`config.mk`:
```
export PLATFORM = sky130hd
export DESIGN_NAME = iso8601_timestamp_to_epoch_top
export DESIGN_NICKNAME = d
export VERILOG_FILES = /design/src/iso_ts_pkg.sv /design/src/iso8601_timestamp_to_epoch_top.sv /design/src/iso_ts_parse.sv /design/src/iso_ts_calc.sv
export VERILOG_INCLUDE_DIRS = /design/src /design/src/src
export SDC_FILE = /design/constraint.sdc
export NUM_CORES = 2
export LEC_CHECK = 0
export BUFFER_PORTS_ARGS = -buffer_cell sky130_fd_sc_hd__buf_2
export CAP_MARGIN = 20
export CORE_MARGIN = 3
export CORE_UTILIZATION = 50
export CTS_BUF_LIST = sky130_fd_sc_hd__clkbuf_8
export CTS_CLUSTER_DIAMETER = 120
export CTS_CLUSTER_SIZE = 12
export DETAILED_ROUTE_END_ITERATION = 8
export PLACE_DENSITY = 0.67
export SLEW_MARGIN = 25
export SYNTH_ARGS = -nofsm -noshare
export SYNTH_HDL_FRONTEND = slang
export SYNTH_SLANG_ARGS = --single-unit
```
`constraint.sdc`:
```
create_clock -name i_clk -period 20.1 [get_ports i_clk]
set_input_delay 4.02 -clock i_clk [delete_from_list [all_inputs] [get_ports i_clk]]
set_output_delay 4.02 -clock i_clk [all_outputs]
set_load 0.05 [all_outputs]
```
`src/iso8601_timestamp_to_epoch_top_defines.svh`:
```
// ----------------------------------------------------------------------------
// Assertion macros for the timestamp-to-epoch converter
// Each macro expands to one labeled concurrent assertion on i_clk, held off
// while i_rst_n is low.
// ----------------------------------------------------------------------------
`ifndef ISO8601_TIMESTAMP_TO_EPOCH_TOP_DEFINES_SVH
`define ISO8601_TIMESTAMP_TO_EPOCH_TOP_DEFINES_SVH

// Same-cycle implication: when ante holds, cons holds at the same edge.
`define TS_ASSERT_IMPL(name, ante, cons, msg) \
    name: assert property (@(posedge i_clk) disable iff (!i_rst_n) (ante) |-> (cons)) \
        else $error(msg);

// Next-cycle implication: when ante holds, cons holds at the following edge.
`define TS_ASSERT_NEXT(name, ante, cons, msg) \
    name: assert property (@(posedge i_clk) disable iff (!i_rst_n) (ante) |=> (cons)) \
        else $error(msg);

`endif

```
`src/iso_ts_pkg.sv`:
```
// ----------------------------------------------------------------------------
// iso_ts_pkg
// Shared types, character codes and arithmetic constants of the converter.
// ----------------------------------------------------------------------------
`timescale 1ns / 1ps
`default_nettype none

package iso_ts_pkg;

    // Number of fraction digits kept; later digits are truncated.
    localparam int FRAC_DIGITS = 9;

    // Character positions within the fixed layout YYYY-MM-DD?HH:MM:SS.
    localparam logic [4:0] POS_DASH_A    = 5'd4;
    localparam logic [4:0] POS_DASH_B    = 5'd7;
    localparam logic [4:0] POS_SEP       = 5'd10;
    localparam logic [4:0] POS_COLON_A   = 5'd13;
    localparam logic [4:0] POS_COLON_B   = 5'd16;
    localparam logic [4:0] POS_YEAR_END  = 5'd3;
    localparam logic [4:0] POS_MONTH_END = 5'd6;
    localparam logic [4:0] POS_DAY_END   = 5'd9;
    localparam logic [4:0] POS_HOUR_END  = 5'd12;
    localparam logic [4:0] POS_MIN_END   = 5'd15;
    localparam logic [4:0] POS_FRAC_MARK = 5'd19;
    localparam logic [4:0] POS_SAT       = 5'd20;

    // Character codes.
    localparam logic [7:0] CH_ZERO  = 8'h30;
    localparam logic [7:0] CH_DASH  = 8'h2D;
    localparam logic [7:0] CH_T     = 8'h54;
    localparam logic [7:0] CH_SPACE = 8'h20;
    localparam logic [7:0] CH_COLON = 8'h3A;
    localparam logic [7:0] CH_DOT   = 8'h2E;

    // Civil-days constants.
    localparam logic signed [31:0] ERA_YEARS     = 32'sd400;
    localparam logic signed [31:0] ERA_DAYS      = 32'sd146097;
    localparam logic signed [31:0] DAYS_PER_YEAR = 32'sd365;
    localparam logic signed [31:0] MONTH_SCALE   = 32'sd153;
    localparam logic signed [39:0] MONTH_BIAS    = 40'sd2;
    localparam logic signed [31:0] SECS_PER_DAY  = 32'sd86400;
    localparam logic signed [31:0] SECS_PER_HOUR = 32'sd3600;
    localparam logic signed [31:0] SECS_PER_MIN  = 32'sd60;
    localparam logic signed [31:0] ONE           = 32'sd1;
    localparam logic signed [39:0] EPOCH_DAYS    = 40'sd719468;
    // The epoch day offset is folded into the seconds scaling.
    localparam logic signed [39:0] EPOCH_OFFSET_SECS =
        -(EPOCH_DAYS * 40'(SECS_PER_DAY));

    // Reciprocal multipliers for division by constants. Each is exact over
    // the operand range that reaches it (years up to 10399, year-of-era up
    // to 399, month terms up to 1685).
    localparam int               DIV400_SHIFT = 24;
    localparam logic signed [31:0] RECIP_400  = 32'sd41944;
    localparam int               DIV100_SHIFT = 16;
    localparam logic signed [31:0] RECIP_100  = 32'sd656;
    localparam int               DIV5_SHIFT   = 16;
    localparam logic signed [31:0] RECIP_5    = 32'sd13108;

    // Parsed token fields, plus the field-limit check.
    typedef struct packed {
        logic [13:0] year;
        logic [6:0]  month;
        logic [6:0]  day;
        logic [6:0]  hour;
        logic [6:0]  minute;
        logic [6:0]  second;
        logic [29:0] accum;
        logic [3:0]  digits;
        logic        ok;
    } t_fields;

    // Status and result of the date unit.
    typedef struct packed {
        logic        busy;
        logic        done;
        logic        ok;
        logic [38:0] epoch;
        logic [29:0] nanos;
    } t_calc_out;

    typedef enum logic [3:0] {
        C_IDLE,
        C_FRAC,
        C_ERA,
        C_YOE,
        C_DOY,
        C_DIV5,
        C_C100,
        C_DOE,
        C_DAYS,
        C_SECS,
        C_HOUR,
        C_MIN,
        C_SEC,
        C_DONE
    } t_calc_state;

    // Power of ten used to scale kept fraction digits to nanoseconds.
    function automatic logic [29:0] pow10(input logic [3:0] n);
        logic [29:0] v;
        unique case (n)
            4'd0:    v = 30'd1;
            4'd1:    v = 30'd10;
            4'd2:    v = 30'd100;
            4'd3:    v = 30'd1000;
            4'd4:    v = 30'd10000;
            4'd5:    v = 30'd100000;
            4'd6:    v = 30'd1000000;
            4'd7:    v = 30'd10000000;
            4'd8:    v = 30'd100000000;
            4'd9:    v = 30'd1000000000;
            default: v = 30'd0;
        endcase
        return v;
    endfunction

endpackage

`default_nettype wire

```
`src/iso8601_timestamp_to_epoch_top.sv`:
```
// ----------------------------------------------------------------------------
// iso8601_timestamp_to_epoch_top
// Converts a timestamp token, one character per transfer, into a valid flag,
// signed Unix epoch seconds and fraction nanoseconds.
// ----------------------------------------------------------------------------
//
//  Channel  Direction  Handshake            Payload
//  -------  ---------  -------------------  -------------------------------------
//  input    in         i_valid / o_stall    i_ch, i_last
//  result   out        o_valid / i_stall    o_valid_res, o_epoch_seconds,
//                                           o_frac_nanos
//
//  Characters are taken one per cycle while o_stall is low. After the transfer
//  that carries the last mark, the date unit runs its twelve multiply-add
//  steps (one shared multiplier, one step per cycle) and a hold step that loads
//  the result register once it is free; a rejected token skips to the hold step.
//  o_stall is high from the cycle after the last character until the result
//  has entered the output register. The next token's characters are taken
//  while that result still waits for the downstream side.
//  Reset is synchronous and active low and clears the parser and sequencer.
//
`timescale 1ns / 1ps
`default_nettype none

`include "iso8601_timestamp_to_epoch_top_defines.svh"

module iso8601_timestamp_to_epoch_top
    import iso_ts_pkg::*;
(
    input  wire logic               i_clk,
    input  wire logic               i_rst_n,
    input  wire logic               i_valid,
    input  wire logic [7:0]         i_ch,
    input  wire logic               i_last,
    output logic                    o_stall,
    output logic                    o_valid,
    output logic                    o_valid_res,
    output logic signed [38:0]      o_epoch_seconds,
    output logic [29:0]             o_frac_nanos,
    input  wire logic               i_stall
);

    t_fields   w_fields;
    t_calc_out w_calc;

    logic w_take;
    logic w_out_free;
    logic w_load;

    logic               r_out_valid, n_out_valid;
    logic               r_valid_res;
    logic signed [38:0] r_epoch;
    logic [29:0]        r_nanos;

    // A character transfer completes whenever the date unit is not running.
    assign o_stall    = w_calc.busy;
    assign w_take     = i_valid && !o_stall;

    // The output register can take a new result when empty or being emptied.
    assign w_out_free = !r_out_valid || !i_stall;
    assign w_load     = w_calc.done && w_out_free;

    iso_ts_parse u_parse (
        .i_clk    (i_clk),
        .i_rst_n  (i_rst_n),
        .i_take   (w_take),
        .i_ch     (i_ch),
        .i_clear  (w_load),
        .o_fields (w_fields)
    );

    iso_ts_calc u_calc (
        .i_clk      (i_clk),
        .i_rst_n    (i_rst_n),
        .i_start    (w_take && i_last),
        .i_fields   (w_fields),
        .i_out_free (w_out_free),
        .o_calc     (w_calc)
    );

    always_comb begin
        n_out_valid = r_out_valid;
        if (w_load) begin
            n_out_valid = 1'b1;
        end else if (!i_stall) begin
            n_out_valid = 1'b0;
        end
    end

    always_ff @(posedge i_clk) begin
        if (!i_rst_n) begin
            r_out_valid <= 1'b0;
        end else begin
            r_out_valid <= n_out_valid;
        end
    end

    // Result payload; it only changes when a new result is loaded.
    always_ff @(posedge i_clk) begin
        if (w_load) begin
            r_valid_res <= w_calc.ok;
            r_epoch     <= $signed(w_calc.epoch);
            r_nanos     <= w_calc.nanos;
        end
    end

    assign o_valid         = r_out_valid;
    assign o_valid_res     = r_valid_res;
    assign o_epoch_seconds = r_epoch;
    assign o_frac_nanos    = r_nanos;

    // A rejected token reports zero seconds and zero nanoseconds.
    `TS_ASSERT_IMPL(a_reject_zero, o_valid && !o_valid_res, o_epoch_seconds == 39'sd0 && o_frac_nanos == 30'd0, "rejected token with nonzero result")

    // The fraction never reaches a full second.
    `TS_ASSERT_IMPL(a_nanos_range, o_valid, o_frac_nanos < 30'd1000000000, "fraction out of range")

    // The last character of a token starts the date unit, which holds off input.
    `TS_ASSERT_NEXT(a_last_stalls, i_valid && !o_stall && i_last, o_stall, "no stall after last character")

endmodule

`default_nettype wire

```
`src/iso_ts_parse.sv`:
```
// ----------------------------------------------------------------------------
// iso_ts_parse
// Character parser: checks the layout and collects the decimal fields.
// ----------------------------------------------------------------------------
`timescale 1ns / 1ps
`default_nettype none

module iso_ts_parse
    import iso_ts_pkg::*;
(
    input  wire logic       i_clk,
    input  wire logic       i_rst_n,
    input  wire logic       i_take,
    input  wire logic [7:0] i_ch,
    input  wire logic       i_clear,
    output t_fields         o_fields
);

    logic [4:0]  r_pos, n_pos;
    logic        r_err, n_err;
    logic [13:0] r_year, n_year;
    logic [6:0]  r_month, n_month;
    logic [6:0]  r_day, n_day;
    logic [6:0]  r_hour, n_hour;
    logic [6:0]  r_minute, n_minute;
    logic [6:0]  r_second, n_second;
    logic [29:0] r_accum, n_accum;
    logic [3:0]  r_digits, n_digits;
    logic        r_stopped, n_stopped;

    logic [7:0] w_digit;
    logic       w_is_dig;

    assign w_digit  = i_ch - CH_ZERO;
    assign w_is_dig = (w_digit <= 8'd9);

    always_comb begin
        n_pos     = r_pos;
        n_err     = r_err;
        n_year    = r_year;
        n_month   = r_month;
        n_day     = r_day;
        n_hour    = r_hour;
        n_minute  = r_minute;
        n_second  = r_second;
        n_accum   = r_accum;
        n_digits  = r_digits;
        n_stopped = r_stopped;
        if (i_clear) begin
            n_pos     = '0;
            n_err     = 1'b0;
            n_year    = '0;
            n_month   = '0;
            n_day     = '0;
            n_hour    = '0;
            n_minute  = '0;
            n_second  = '0;
            n_accum   = '0;
            n_digits  = '0;
            n_stopped = 1'b0;
        end else if (i_take) begin
            if (r_pos < POS_FRAC_MARK) begin
                unique case (r_pos)
                    POS_DASH_A, POS_DASH_B: begin
                        if (i_ch != CH_DASH) n_err = 1'b1;
                    end
                    POS_SEP: begin
                        if (i_ch != CH_T && i_ch != CH_SPACE) n_err = 1'b1;
                    end
                    POS_COLON_A, POS_COLON_B: begin
                        if (i_ch != CH_COLON) n_err = 1'b1;
                    end
                    default: begin
                        if (!w_is_dig) begin
                            n_err = 1'b1;
                        end else if (r_pos <= POS_YEAR_END) begin
                            n_year = 14'(r_year * 14'd10 + {10'd0, w_digit[3:0]});
                        end else if (r_pos <= POS_MONTH_END) begin
                            n_month = 7'(r_month * 7'd10 + {3'd0, w_digit[3:0]});
                        end else if (r_pos <= POS_DAY_END) begin
                            n_day = 7'(r_day * 7'd10 + {3'd0, w_digit[3:0]});
                        end else if (r_pos <= POS_HOUR_END) begin
                            n_hour = 7'(r_hour * 7'd10 + {3'd0, w_digit[3:0]});
                        end else if (r_pos <= POS_MIN_END) begin
                            n_minute = 7'(r_minute * 7'd10 + {3'd0, w_digit[3:0]});
                        end else begin
                            n_second = 7'(r_second * 7'd10 + {3'd0, w_digit[3:0]});
                        end
                    end
                endcase
            end else if (r_pos == POS_FRAC_MARK) begin
                if (i_ch != CH_DOT) n_stopped = 1'b1;
            end else if (!r_stopped) begin
                if (!w_is_dig) begin
                    n_stopped = 1'b1;
                end else if (r_digits < 4'(FRAC_DIGITS)) begin
                    n_accum  = 30'(r_accum * 30'd10 + {26'd0, w_digit[3:0]});
                    n_digits = r_digits + 4'd1;
                end
            end
            if (r_pos < POS_SAT) n_pos = r_pos + 5'd1;
        end
    end

    always_ff @(posedge i_clk) begin
        if (!i_rst_n) begin
            r_pos     <= '0;
            r_err     <= 1'b0;
            r_year    <= '0;
            r_month   <= '0;
            r_day     <= '0;
            r_hour    <= '0;
            r_minute  <= '0;
            r_second  <= '0;
            r_accum   <= '0;
            r_digits  <= '0;
            r_stopped <= 1'b0;
        end else begin
            r_pos     <= n_pos;
            r_err     <= n_err;
            r_year    <= n_year;
            r_month   <= n_month;
            r_day     <= n_day;
            r_hour    <= n_hour;
            r_minute  <= n_minute;
            r_second  <= n_second;
            r_accum   <= n_accum;
            r_digits  <= n_digits;
            r_stopped <= n_stopped;
        end
    end

    always_comb begin
        o_fields.year   = r_year;
        o_fields.month  = r_month;
        o_fields.day    = r_day;
        o_fields.hour   = r_hour;
        o_fields.minute = r_minute;
        o_fields.second = r_second;
        o_fields.accum  = r_accum;
        o_fields.digits = r_digits;
        o_fields.ok     = !r_err && (r_pos >= POS_FRAC_MARK) &&
                          (r_month >= 7'd1) && (r_month <= 7'd12) &&
                          (r_day >= 7'd1) && (r_day <= 7'd31) &&
                          (r_hour <= 7'd23) && (r_minute <= 7'd59) &&
                          (r_second <= 7'd60);
    end

endmodule

`default_nettype wire

```
`src/iso_ts_calc.sv`:
```
// ----------------------------------------------------------------------------
// iso_ts_calc
// Date unit: one shared multiply-add stepped by a sequencer turns the parsed
// fields into epoch seconds and nanoseconds.
// ----------------------------------------------------------------------------
`timescale 1ns / 1ps
`default_nettype none

module iso_ts_calc
    import iso_ts_pkg::*;
(
    input  wire logic    i_clk,
    input  wire logic    i_rst_n,
    input  wire logic    i_start,
    input  wire t_fields i_fields,
    input  wire logic    i_out_free,
    output t_calc_out    o_calc
);

    t_calc_state r_state, n_state;

    logic signed [39:0] r_acc;
    logic               r_ok;
    logic [29:0]        r_nanos;
    logic signed [5:0]  r_era;
    logic [8:0]         r_yoe;
    logic [8:0]         r_doy;

    // Shared multiply-add: acc = a * b + c.
    logic signed [31:0] w_a, w_b;
    logic signed [39:0] w_c;
    logic signed [63:0] w_prod;
    logic signed [39:0] w_mac;

    logic [14:0] w_ypos;
    logic [3:0]  w_mp;
    logic [10:0] w_doe_c;
    logic [4:0]  w_era1;

    // Year shifted up by one era keeps the era division on nonnegative values.
    assign w_ypos = {1'b0, i_fields.year} + 15'(ERA_YEARS) -
                    ((i_fields.month <= 7'd2) ? 15'd1 : 15'd0);
    assign w_mp   = (i_fields.month > 7'd2) ? 4'(i_fields.month - 7'd3)
                                            : 4'(i_fields.month + 7'd9);
    assign w_era1 = r_acc[DIV400_SHIFT+4:DIV400_SHIFT];
    assign w_doe_c = 11'(r_yoe[8:2]) - 11'(r_acc[DIV100_SHIFT+1:DIV100_SHIFT]) +
                     11'(r_doy);

    assign w_prod = w_a * w_b;
    assign w_mac  = $signed(w_prod[39:0]) + w_c;

    always_comb begin
        n_state = r_state;
        unique case (r_state)
            C_IDLE: if (i_start) n_state = C_FRAC;
            C_FRAC: n_state = i_fields.ok ? C_ERA : C_DONE;
            C_ERA:  n_state = C_YOE;
            C_YOE:  n_state = C_DOY;
            C_DOY:  n_state = C_DIV5;
            C_DIV5: n_state = C_C100;
            C_C100: n_state = C_DOE;
            C_DOE:  n_state = C_DAYS;
            C_DAYS: n_state = C_SECS;
            C_SECS: n_state = C_HOUR;
            C_HOUR: n_state = C_MIN;
            C_MIN:  n_state = C_SEC;
            C_SEC:  n_state = C_DONE;
            C_DONE: if (i_out_free) n_state = C_IDLE;
            default: n_state = C_IDLE;
        endcase
    end

    // Operand selection for the shared unit.
    always_comb begin
        w_a = '0;
        w_b = '0;
        w_c = '0;
        unique case (r_state)
            C_FRAC: begin
                w_a = {2'd0, i_fields.accum};
                w_b = {2'd0, pow10(4'(FRAC_DIGITS) - i_fields.digits +
                                   4'(9 - FRAC_DIGITS))};
            end
            C_ERA: begin
                w_a = {17'd0, w_ypos};
                w_b = RECIP_400;
            end
            C_YOE: begin
                w_a = {27'd0, w_era1};
                w_b = -ERA_YEARS;
                w_c = {25'd0, w_ypos};
            end
            C_DOY: begin
                w_a = {28'd0, w_mp};
                w_b = MONTH_SCALE;
                w_c = MONTH_BIAS;
            end
            C_DIV5: begin
                w_a = r_acc[31:0];
                w_b = RECIP_5;
            end
            C_C100: begin
                w_a = {23'd0, r_yoe};
                w_b = RECIP_100;
            end
            C_DOE: begin
                w_a = {23'd0, r_yoe};
                w_b = DAYS_PER_YEAR;
                w_c = {29'd0, w_doe_c};
            end
            C_DAYS: begin
                w_a = 32'(r_era);
                w_b = ERA_DAYS;
                w_c = r_acc;
            end
            C_SECS: begin
                w_a = r_acc[31:0];
                w_b = SECS_PER_DAY;
                w_c = EPOCH_OFFSET_SECS;
            end
            C_HOUR: begin
                w_a = {25'd0, i_fields.hour};
                w_b = SECS_PER_HOUR;
                w_c = r_acc;
            end
            C_MIN: begin
                w_a = {25'd0, i_fields.minute};
                w_b = SECS_PER_MIN;
                w_c = r_acc;
            end
            C_SEC: begin
                w_a = {25'd0, i_fields.second};
                w_b = ONE;
                w_c = r_acc;
            end
            default: begin
                w_a = '0;
                w_b = '0;
                w_c = '0;
            end
        endcase
    end

    always_ff @(posedge i_clk) begin
        if (!i_rst_n) begin
            r_state <= C_IDLE;
        end else begin
            r_state <= n_state;
        end
    end

    // Datapath registers; intermediate results are peeled off the
    // accumulator one step after they are formed.
    always_ff @(posedge i_clk) begin
        if (r_state != C_IDLE && r_state != C_DONE) r_acc <= w_mac;
        unique case (r_state)
            C_FRAC: r_ok <= i_fields.ok;
            C_ERA:  r_nanos <= r_acc[29:0];
            C_YOE:  r_era <= $signed({1'b0, w_era1}) - 6'sd1;
            C_DOY:  r_yoe <= r_acc[8:0];
            C_C100: r_doy <= r_acc[DIV5_SHIFT+8:DIV5_SHIFT] + 9'(i_fields.day) - 9'd1;
            default: begin
            end
        endcase
    end

    always_comb begin
        o_calc.busy  = (r_state != C_IDLE);
        o_calc.done  = (r_state == C_DONE);
        o_calc.ok    = r_ok;
        o_calc.epoch = r_ok ? r_acc[38:0] : '0;
        o_calc.nanos = r_ok ? r_nanos : '0;
    end

endmodule

`default_nettype wire

```
-- Yosys cells after proc, flatten, opt, wreduce, memory -nomap -nowiden
Memories as Yosys holds them, arrays and structs flattened.
Cells that the tools add are included.
- flip-flop bits (word level): 260
- ROM bits: 480
- input bits: 13
- output and inout bits: 72
- logic and storage cells: 172
- memories: 1
- add/sub/neg operators: 21
- $mul: 8
- magnitude comparators: 19
- equality and inequality tests: 33
- muxes and demuxes: 20
- bitwise operators: 10
- reduce and logical (&&, ||, !) cells: 38
- memory list (memory ; words ; width ; rd ports ; clocked after memory_dff ; wr ports ; RTL line ; text):
    (name not given) ; 16 ; 30 ; 1 ; 0 ; 0 ; iso_ts_pkg.sv:102 ; unique case (n)
- operators by type and width (operator ; number):
    one-hot mux 32 bit (12 select lines) ; 1
    one-hot mux 32 bit (10 select lines) ; 1
    one-hot mux 40 bit (5 select lines) ; 1
    one-hot mux 4 bit (14 select lines) ; 1
    adder 40 bit ; 1
    multiplier 32 x 32 -> 40 bit ; 1
    adder 7 x 4 -> 7 bit ; 5
    multiplier 7 x 3 -> 6 bit, second input constant ; 5
    inequality test 8 x 6 -> 1 bit, second input constant ; 4
    adder 30 x 4 -> 30 bit ; 1
    multiplier 30 x 3 -> 29 bit, second input constant ; 1
    == test 4 bit, second input constant ; 6
    AND reduction 6 bit ; 3
    AND reduction 9 bit ; 2
    == test 4 x 3 -> 1 bit, second input constant ; 4
    2-to-1 mux 4 bit ; 4
    adder 14 x 9 -> 15 bit, second input constant ; 1
    <= comparator 5 x 4 -> 1 bit, second input constant ; 3
    subtractor 15 bit ; 1
    adder 14 x 4 -> 14 bit ; 1
    greater-or-equal comparator 7 x 1 -> 1 bit, second input constant ; 2
    <= comparator 7 x 5 -> 1 bit, second input constant ; 2
    <= comparator 7 x 6 -> 1 bit, second input constant ; 2
    multiplier 14 x 3 -> 13 bit, second input constant ; 1
    other kinds (45) ; 95

-- Logic depth before layout (Yosys ltp)
- depth after elaboration: 11
- depth in mapped cells: 43
- depth with buffers taken out: 43

-- By module
Synthesis repeated with hierarchy kept, for this count alone.
- cells, all modules: 4389
- area total of the unflattened synthesis: 40433.8 sq um
- by module, submodules not included (module ; instances ; cells an instance ; area an instance (sq um)):
    iso_ts_calc ; 1 ; 3324 ; 29913.7
    iso_ts_parse ; 1 ; 988 ; 8356.8
    iso8601_timestamp_to_epoch_top ; 1 ; 77 ; 2163.3

-- Worst setup path before layout
OpenSTA, ideal clock, no wires.
- kind: reg-to-reg
- start point: reg u_parse.r_month[4]
- end point: reg u_calc.r_acc[31], data pin
- library setup time: 0.266 ns
- arrival time: 9.946 ns
- data required time: 19.834 ns
- path slack: 9.889 ns
- cell stages (with the launch flop): 42
- buffers on the path: 2
- cells stage by stage: dfxtp_1 > nor3_1 > and3_1 > ha_1 > inv_1 > ha_1 > fa_1 > a21oi_1 > o2111ai_1 > a211oi_1 > o21ai_0 > xor2_1 > nand2_1 > and4_1 > clkbuf_1 > clkbuf_1 > nor2_1 > fa_1 > (+6 left out) > inv_1 > fa_1 > inv_1 > fa_1 > inv_1 > ha_1 > a21o_1 > a21o_1 > a21oi_1 > o21ai_0 > a21o_1 > a22oi_1 > a211oi_1 > a31o_2 > a21o_1 > a2111oi_0 > nor3_1 > xor2_1
- longest elaborated chain between the ends: 6
- RTL lines (element ; RTL line ; text):
    start, declared ; iso_ts_parse.sv:22 ; logic [6:0] r_month, n_month;
    start signal, assigned ; iso_ts_parse.sv:122 ; r_month <= n_month;
    <= comparator 7 x 2 -> 1 bit ; iso_ts_calc.sv:42 ; ((i_fields.month <= 7'd2) ? 15'd1 : 15'd0);
    2-to-1 mux 1 bit ; iso_ts_calc.sv:42 ;
    subtractor 15 bit ; iso_ts_calc.sv:41 ; assign w_ypos = {1'b0, i_fields.year} + 15'(ERA_YEARS) -
    one-hot mux 32 bit (10 select lines) ; iso_ts_calc.sv:78 ; unique case (r_state)
    multiplier 32 x 32 -> 40 bit ; iso_ts_calc.sv:49 ; assign w_prod = w_a * w_b;
    adder 40 bit (*) ; iso_ts_calc.sv:50 ; assign w_mac = $signed(w_prod[39:0]) + w_c;
    net u_calc.w_mac[31] ; iso_ts_calc.sv:33 ; logic signed [39:0] w_mac;
    end signal, assigned ; iso_ts_calc.sv:155 ; if (r_state != C_IDLE && r_state != C_DONE) r_acc <= w_mac;
    end, declared ; iso_ts_calc.sv:22 ; logic signed [39:0] r_acc;
The timed path passes the listed nets; every way through them passes the cells marked *.
A chain may end at the register's enable or synchronous reset.

-- Worst setup path after layout
- start point: reg u_parse.r_month[4]
- end point: reg u_calc.r_acc[36], data pin
The elaborated chain is that of the path after synthesis.

==> impl_metrics.py <==
metrics = {
    "clocking": {
        "clock_latency_ps": 680,
        "path_clk_slew_ps": 90,
        "postCtsSetupBuffers": 0,
        "root_buffer": "clkbuf_8",
        "numCtsBuffers": 26,
        "cts.hold.buffers_added": 0,
        "clockBufferDepth": 3,
        "cts_sinks": 259,
        "cts_resized": 0,
        "cts_tree": "built",
        "cts.htree.levels": 1,
    },
    "pwr": {
        "ir_drop_v": 0.000217,
        "powerDensity_nw_per_um2": 185,
        "leakagePower_uw": 0.0196,
        "fin_total_pwr_uw": 7790,
    },
    "floorplanning": {
        "dieHeight_um": 288,
        "core_area_um2": 78100,
        "die_area_um2": 83100,
        "initial_utilization_pct": 51.0,
        "die_w_um": 288,
        "rows": 102,
        "ios": 85,
    },
    "grt": {
        "grt-ovfl-total": 0,
        "grt_pass1_wl_um": 193000,
        "antenna_found_initial": 4,
        "grt_pass1_vias": 31300,
        "grt_max_degree": 91,
        "grt_use_total_pct": 31.1,
    },
    "place": {
        "portBuffers": 84,
        "dp_cells": 5358,
        "place.gp.congestion": 1.01,
        "dpl.hpwl_um": 97800,
    },
    "synthesis": {
        "synthAdderAreaFrac_pct": 44.3,
        "synth_xor_area_share_pct": 5.11,
        "synth_edf_count": 164,
        "ys_ff_latch": 259,
        "syn_area_um2": 39800,
        "ys.flop_type": "edfxtp_1",
        "yosys_warnings": 0,
        "syn_area_per_cell_um2": 9.24,
        "synth_compound_area_share_pct": 8.58,
        "synth_top_family_by_area": "adder cells",
        "synthDistinctLibCells": 89,
        "synthMuxAreaShare_pct": 0.984,
        "synth-simple-area-share_pct": 13.4,
        "seq_area_frac_synth_pct": 17.1,
        "async_flop_share_pct": 0,
        "syn_inst": 4310,
    },
    "timing": {
        "tightest_slew_ps": 1170,
        "slew_headroom_pct": 21.8,
        "rsz0062_at_grt": "false",
        "maxSlewViolCount": 0,
        "layout_min_cycle_time_ps": 11600,
        "clock_skew_ps": 47.2,
        "fmax_mhz": 86.2,
        "setup_viol": 0,
        "hold_viol": 0,
        "tns_ps": 0,
        "period_share_pct": 57.7,
    },
    "routing": {
        "routed_wl_um": 126000,
        "drt-initial-drc-count": 3012,
        "wire_per_inst_um": 23.3,
        "vias_per_cell": 5.67,
        "vias": 30600,
        "route.detailed.drc": 0,
        "ant_nets": 0,
        "dr.pass1.iters": 8,
    },
    "critical_path": {
        "required_ps": 20510,
        "criticalPathCategory": "reg2reg",
        "r2r_start": "u_parse.r_month[4]",
        "slowest_delay_ps": 670,
        "cp_slowest_cell": "a2111oi_2",
        "startpoint": "u_parse.r_month[4]",
        "crit_top_cell": "fa_1",
        "worstPathArrival_ps": 12010,
        "cp_max_fo": 16,
        "start_kind": "flip-flop",
        "end_kind": "flip-flop",
    },
    "finish": {
        "multi_input_area_um2": 29000,
        "fin_cells": 5406,
        "nFillCells": 7149,
        "post-route-util_pct": 53.9,
        "nNetsFinal": 5370,
        "areaGrowthSynthToFinish_pct": 5.76,
        "regArea_um2": 6830,
        "drive_gt1_share_pct": 5.85,
    },
    "worst_hold_path": {
        "worstHoldStart": "u_parse.r_month[6]",
        "hp-class": "reg2reg",
    },
    "status": {
        "outcome": "finished, final reports clean",
    },
    "run": {
        "cap_violations": 0,
    },
}
-- worst max-delay path, delay by kind of cell, from the launching register on --
kind,cells,cell delay (ps)
flops,1,350
simple gates,8,1600
buf+inv,8,640
compound gates,11,3440
fa+ha+maj,12,5080
xor+xnor,2,260
-- flip-flops by register name, summed over array words and instances, names as in the netlist, 9 cells and up --
name	count
u_calc.r_yoe	9
u_parse.r_accum	30
u_calc.r_acc	39
u_calc.r_nanos	30
u_parse.r_year	14
o_frac_nanos	30
u_calc.r_doy	9
o_epoch_seconds	39
-- power breakdown --
part	switching (µW)	internal (µW)	leakage [µW]
clock	209	121	0.000257
combinational	4030	2440	0.0170
sequential	125	859	0.00231
-- layer usage --
layer	up-vias	global-route usage, %	wire length [µm]
met5	-	0	0
li1	13500	-	-
met2	1749	46.4	53200
met1	15000	42.0	49500
met3	353	9.10	16000
met4	0	14.5	7250
-- final timing paths --
check | to | cells after the start | slack, ps
max | u_calc.r_acc[36] | 41 | 8500
min | u_parse.r_month[6] | 2 | 510
max reg2reg | u_calc.r_acc[36] | 41 | 8500
min reg2reg | u_parse.r_month[6] | 2 | 510
-- cells by family (layout without fill, tap and decap cells) --
kind of cell / after synthesis / count (layout)
other cells: 2 / 22
mux: 39 / 39
buf+inv: 1082 / 1118
xor+xnor: 229 / 229
simple gates: 1205 / 1205
compound gates: 486 / 486
flops: 259 / 259
fa+ha+maj: 1008 / 1008
-- layout by cell type (no fill, tap or decap), types with 77 or more instances in the layout --
cell,count
and2_1,91
buf_2,85
dfxtp_1,95
nand2_1,437
xnor2_1,176
a21oi_1,110
inv_1,919
fa_1,672
nor2_1,442
edfxtp_1,164
buf_4,77
ha_1,336
-- synthesized netlist by cell type (4+ instances only) --
cell type / count / area [µm²]
mux2i_1: 38 / 380
nor2_1: 444 / 1670
nand3_1: 38 / 190
a211oi_1: 53 / 398
a22o_1: 7 / 61.3
a221o_1: 25 / 250
xnor2_1: 176 / 1540
buf_6: 4 / 45.0
a222oi_1: 8 / 80.1
and2_1: 90 / 563
nand2_1: 437 / 1640
or3_1: 8 / 50.1
a221oi_1: 22 / 193
o21ai_0: 62 / 310
a22oi_1: 11 / 82.6
nand4_1: 14 / 87.6
buf_4: 5 / 37.5
fa_1: 672 / 13500
clkbuf_1: 129 / 484
a21o_1: 60 / 450
o21ai_1: 12 / 60.1
nor3_1: 38 / 190
ha_1: 336 / 4200
buf_2: 16 / 80.1
nor4_1: 6 / 37.5
o21bai_1: 22 / 165
a21oi_1: 117 / 586
nor3b_1: 12 / 90.1
xor2_1: 50 / 438
a31oi_1: 15 / 93.8
nand3b_1: 4 / 30.0
a2111oi_0: 7 / 61.3
o21a_1: 14 / 105
inv_1: 909 / 3410
edfxtp_1: 164 / 4920
nor2b_1: 28 / 175
nand2b_1: 29 / 181
or2_2: 10 / 62.6
dfxtp_1: 95 / 1900
buf_1: 15 / 56.3
o211ai_1: 7 / 52.6
and3_1: 18 / 113
a221oi_2: 6 / 90.1
-- stage by stage --
step / cell area (µm²) / hold WS (ps) / setup slack [ps]
detailed placement: 41600 / 492 / 8590
CTS: 42000 / 509 / 8530
global placement: 41600 / 478 / 8550
floorplan: 39900 / 424 / 9890
global route: 42100 / 536 / 7920
finish: 42100 / 507 / 8500
-- cell type report --
type / instances / area share (%)
Clock inverter: 13 / 0.175
Multi-Input combinational cell: 2983 / 69.0
Timing Repair Buffer: 166 / 2.52
Inverter: 913 / 8.14
Antenna cell: 6 / 0.0357
Clock buffer: 26 / 0.850
Sequential cell: 259 / 16.2
Tap cell: 1040 / 3.09
(Power assumes the default switching activity.)
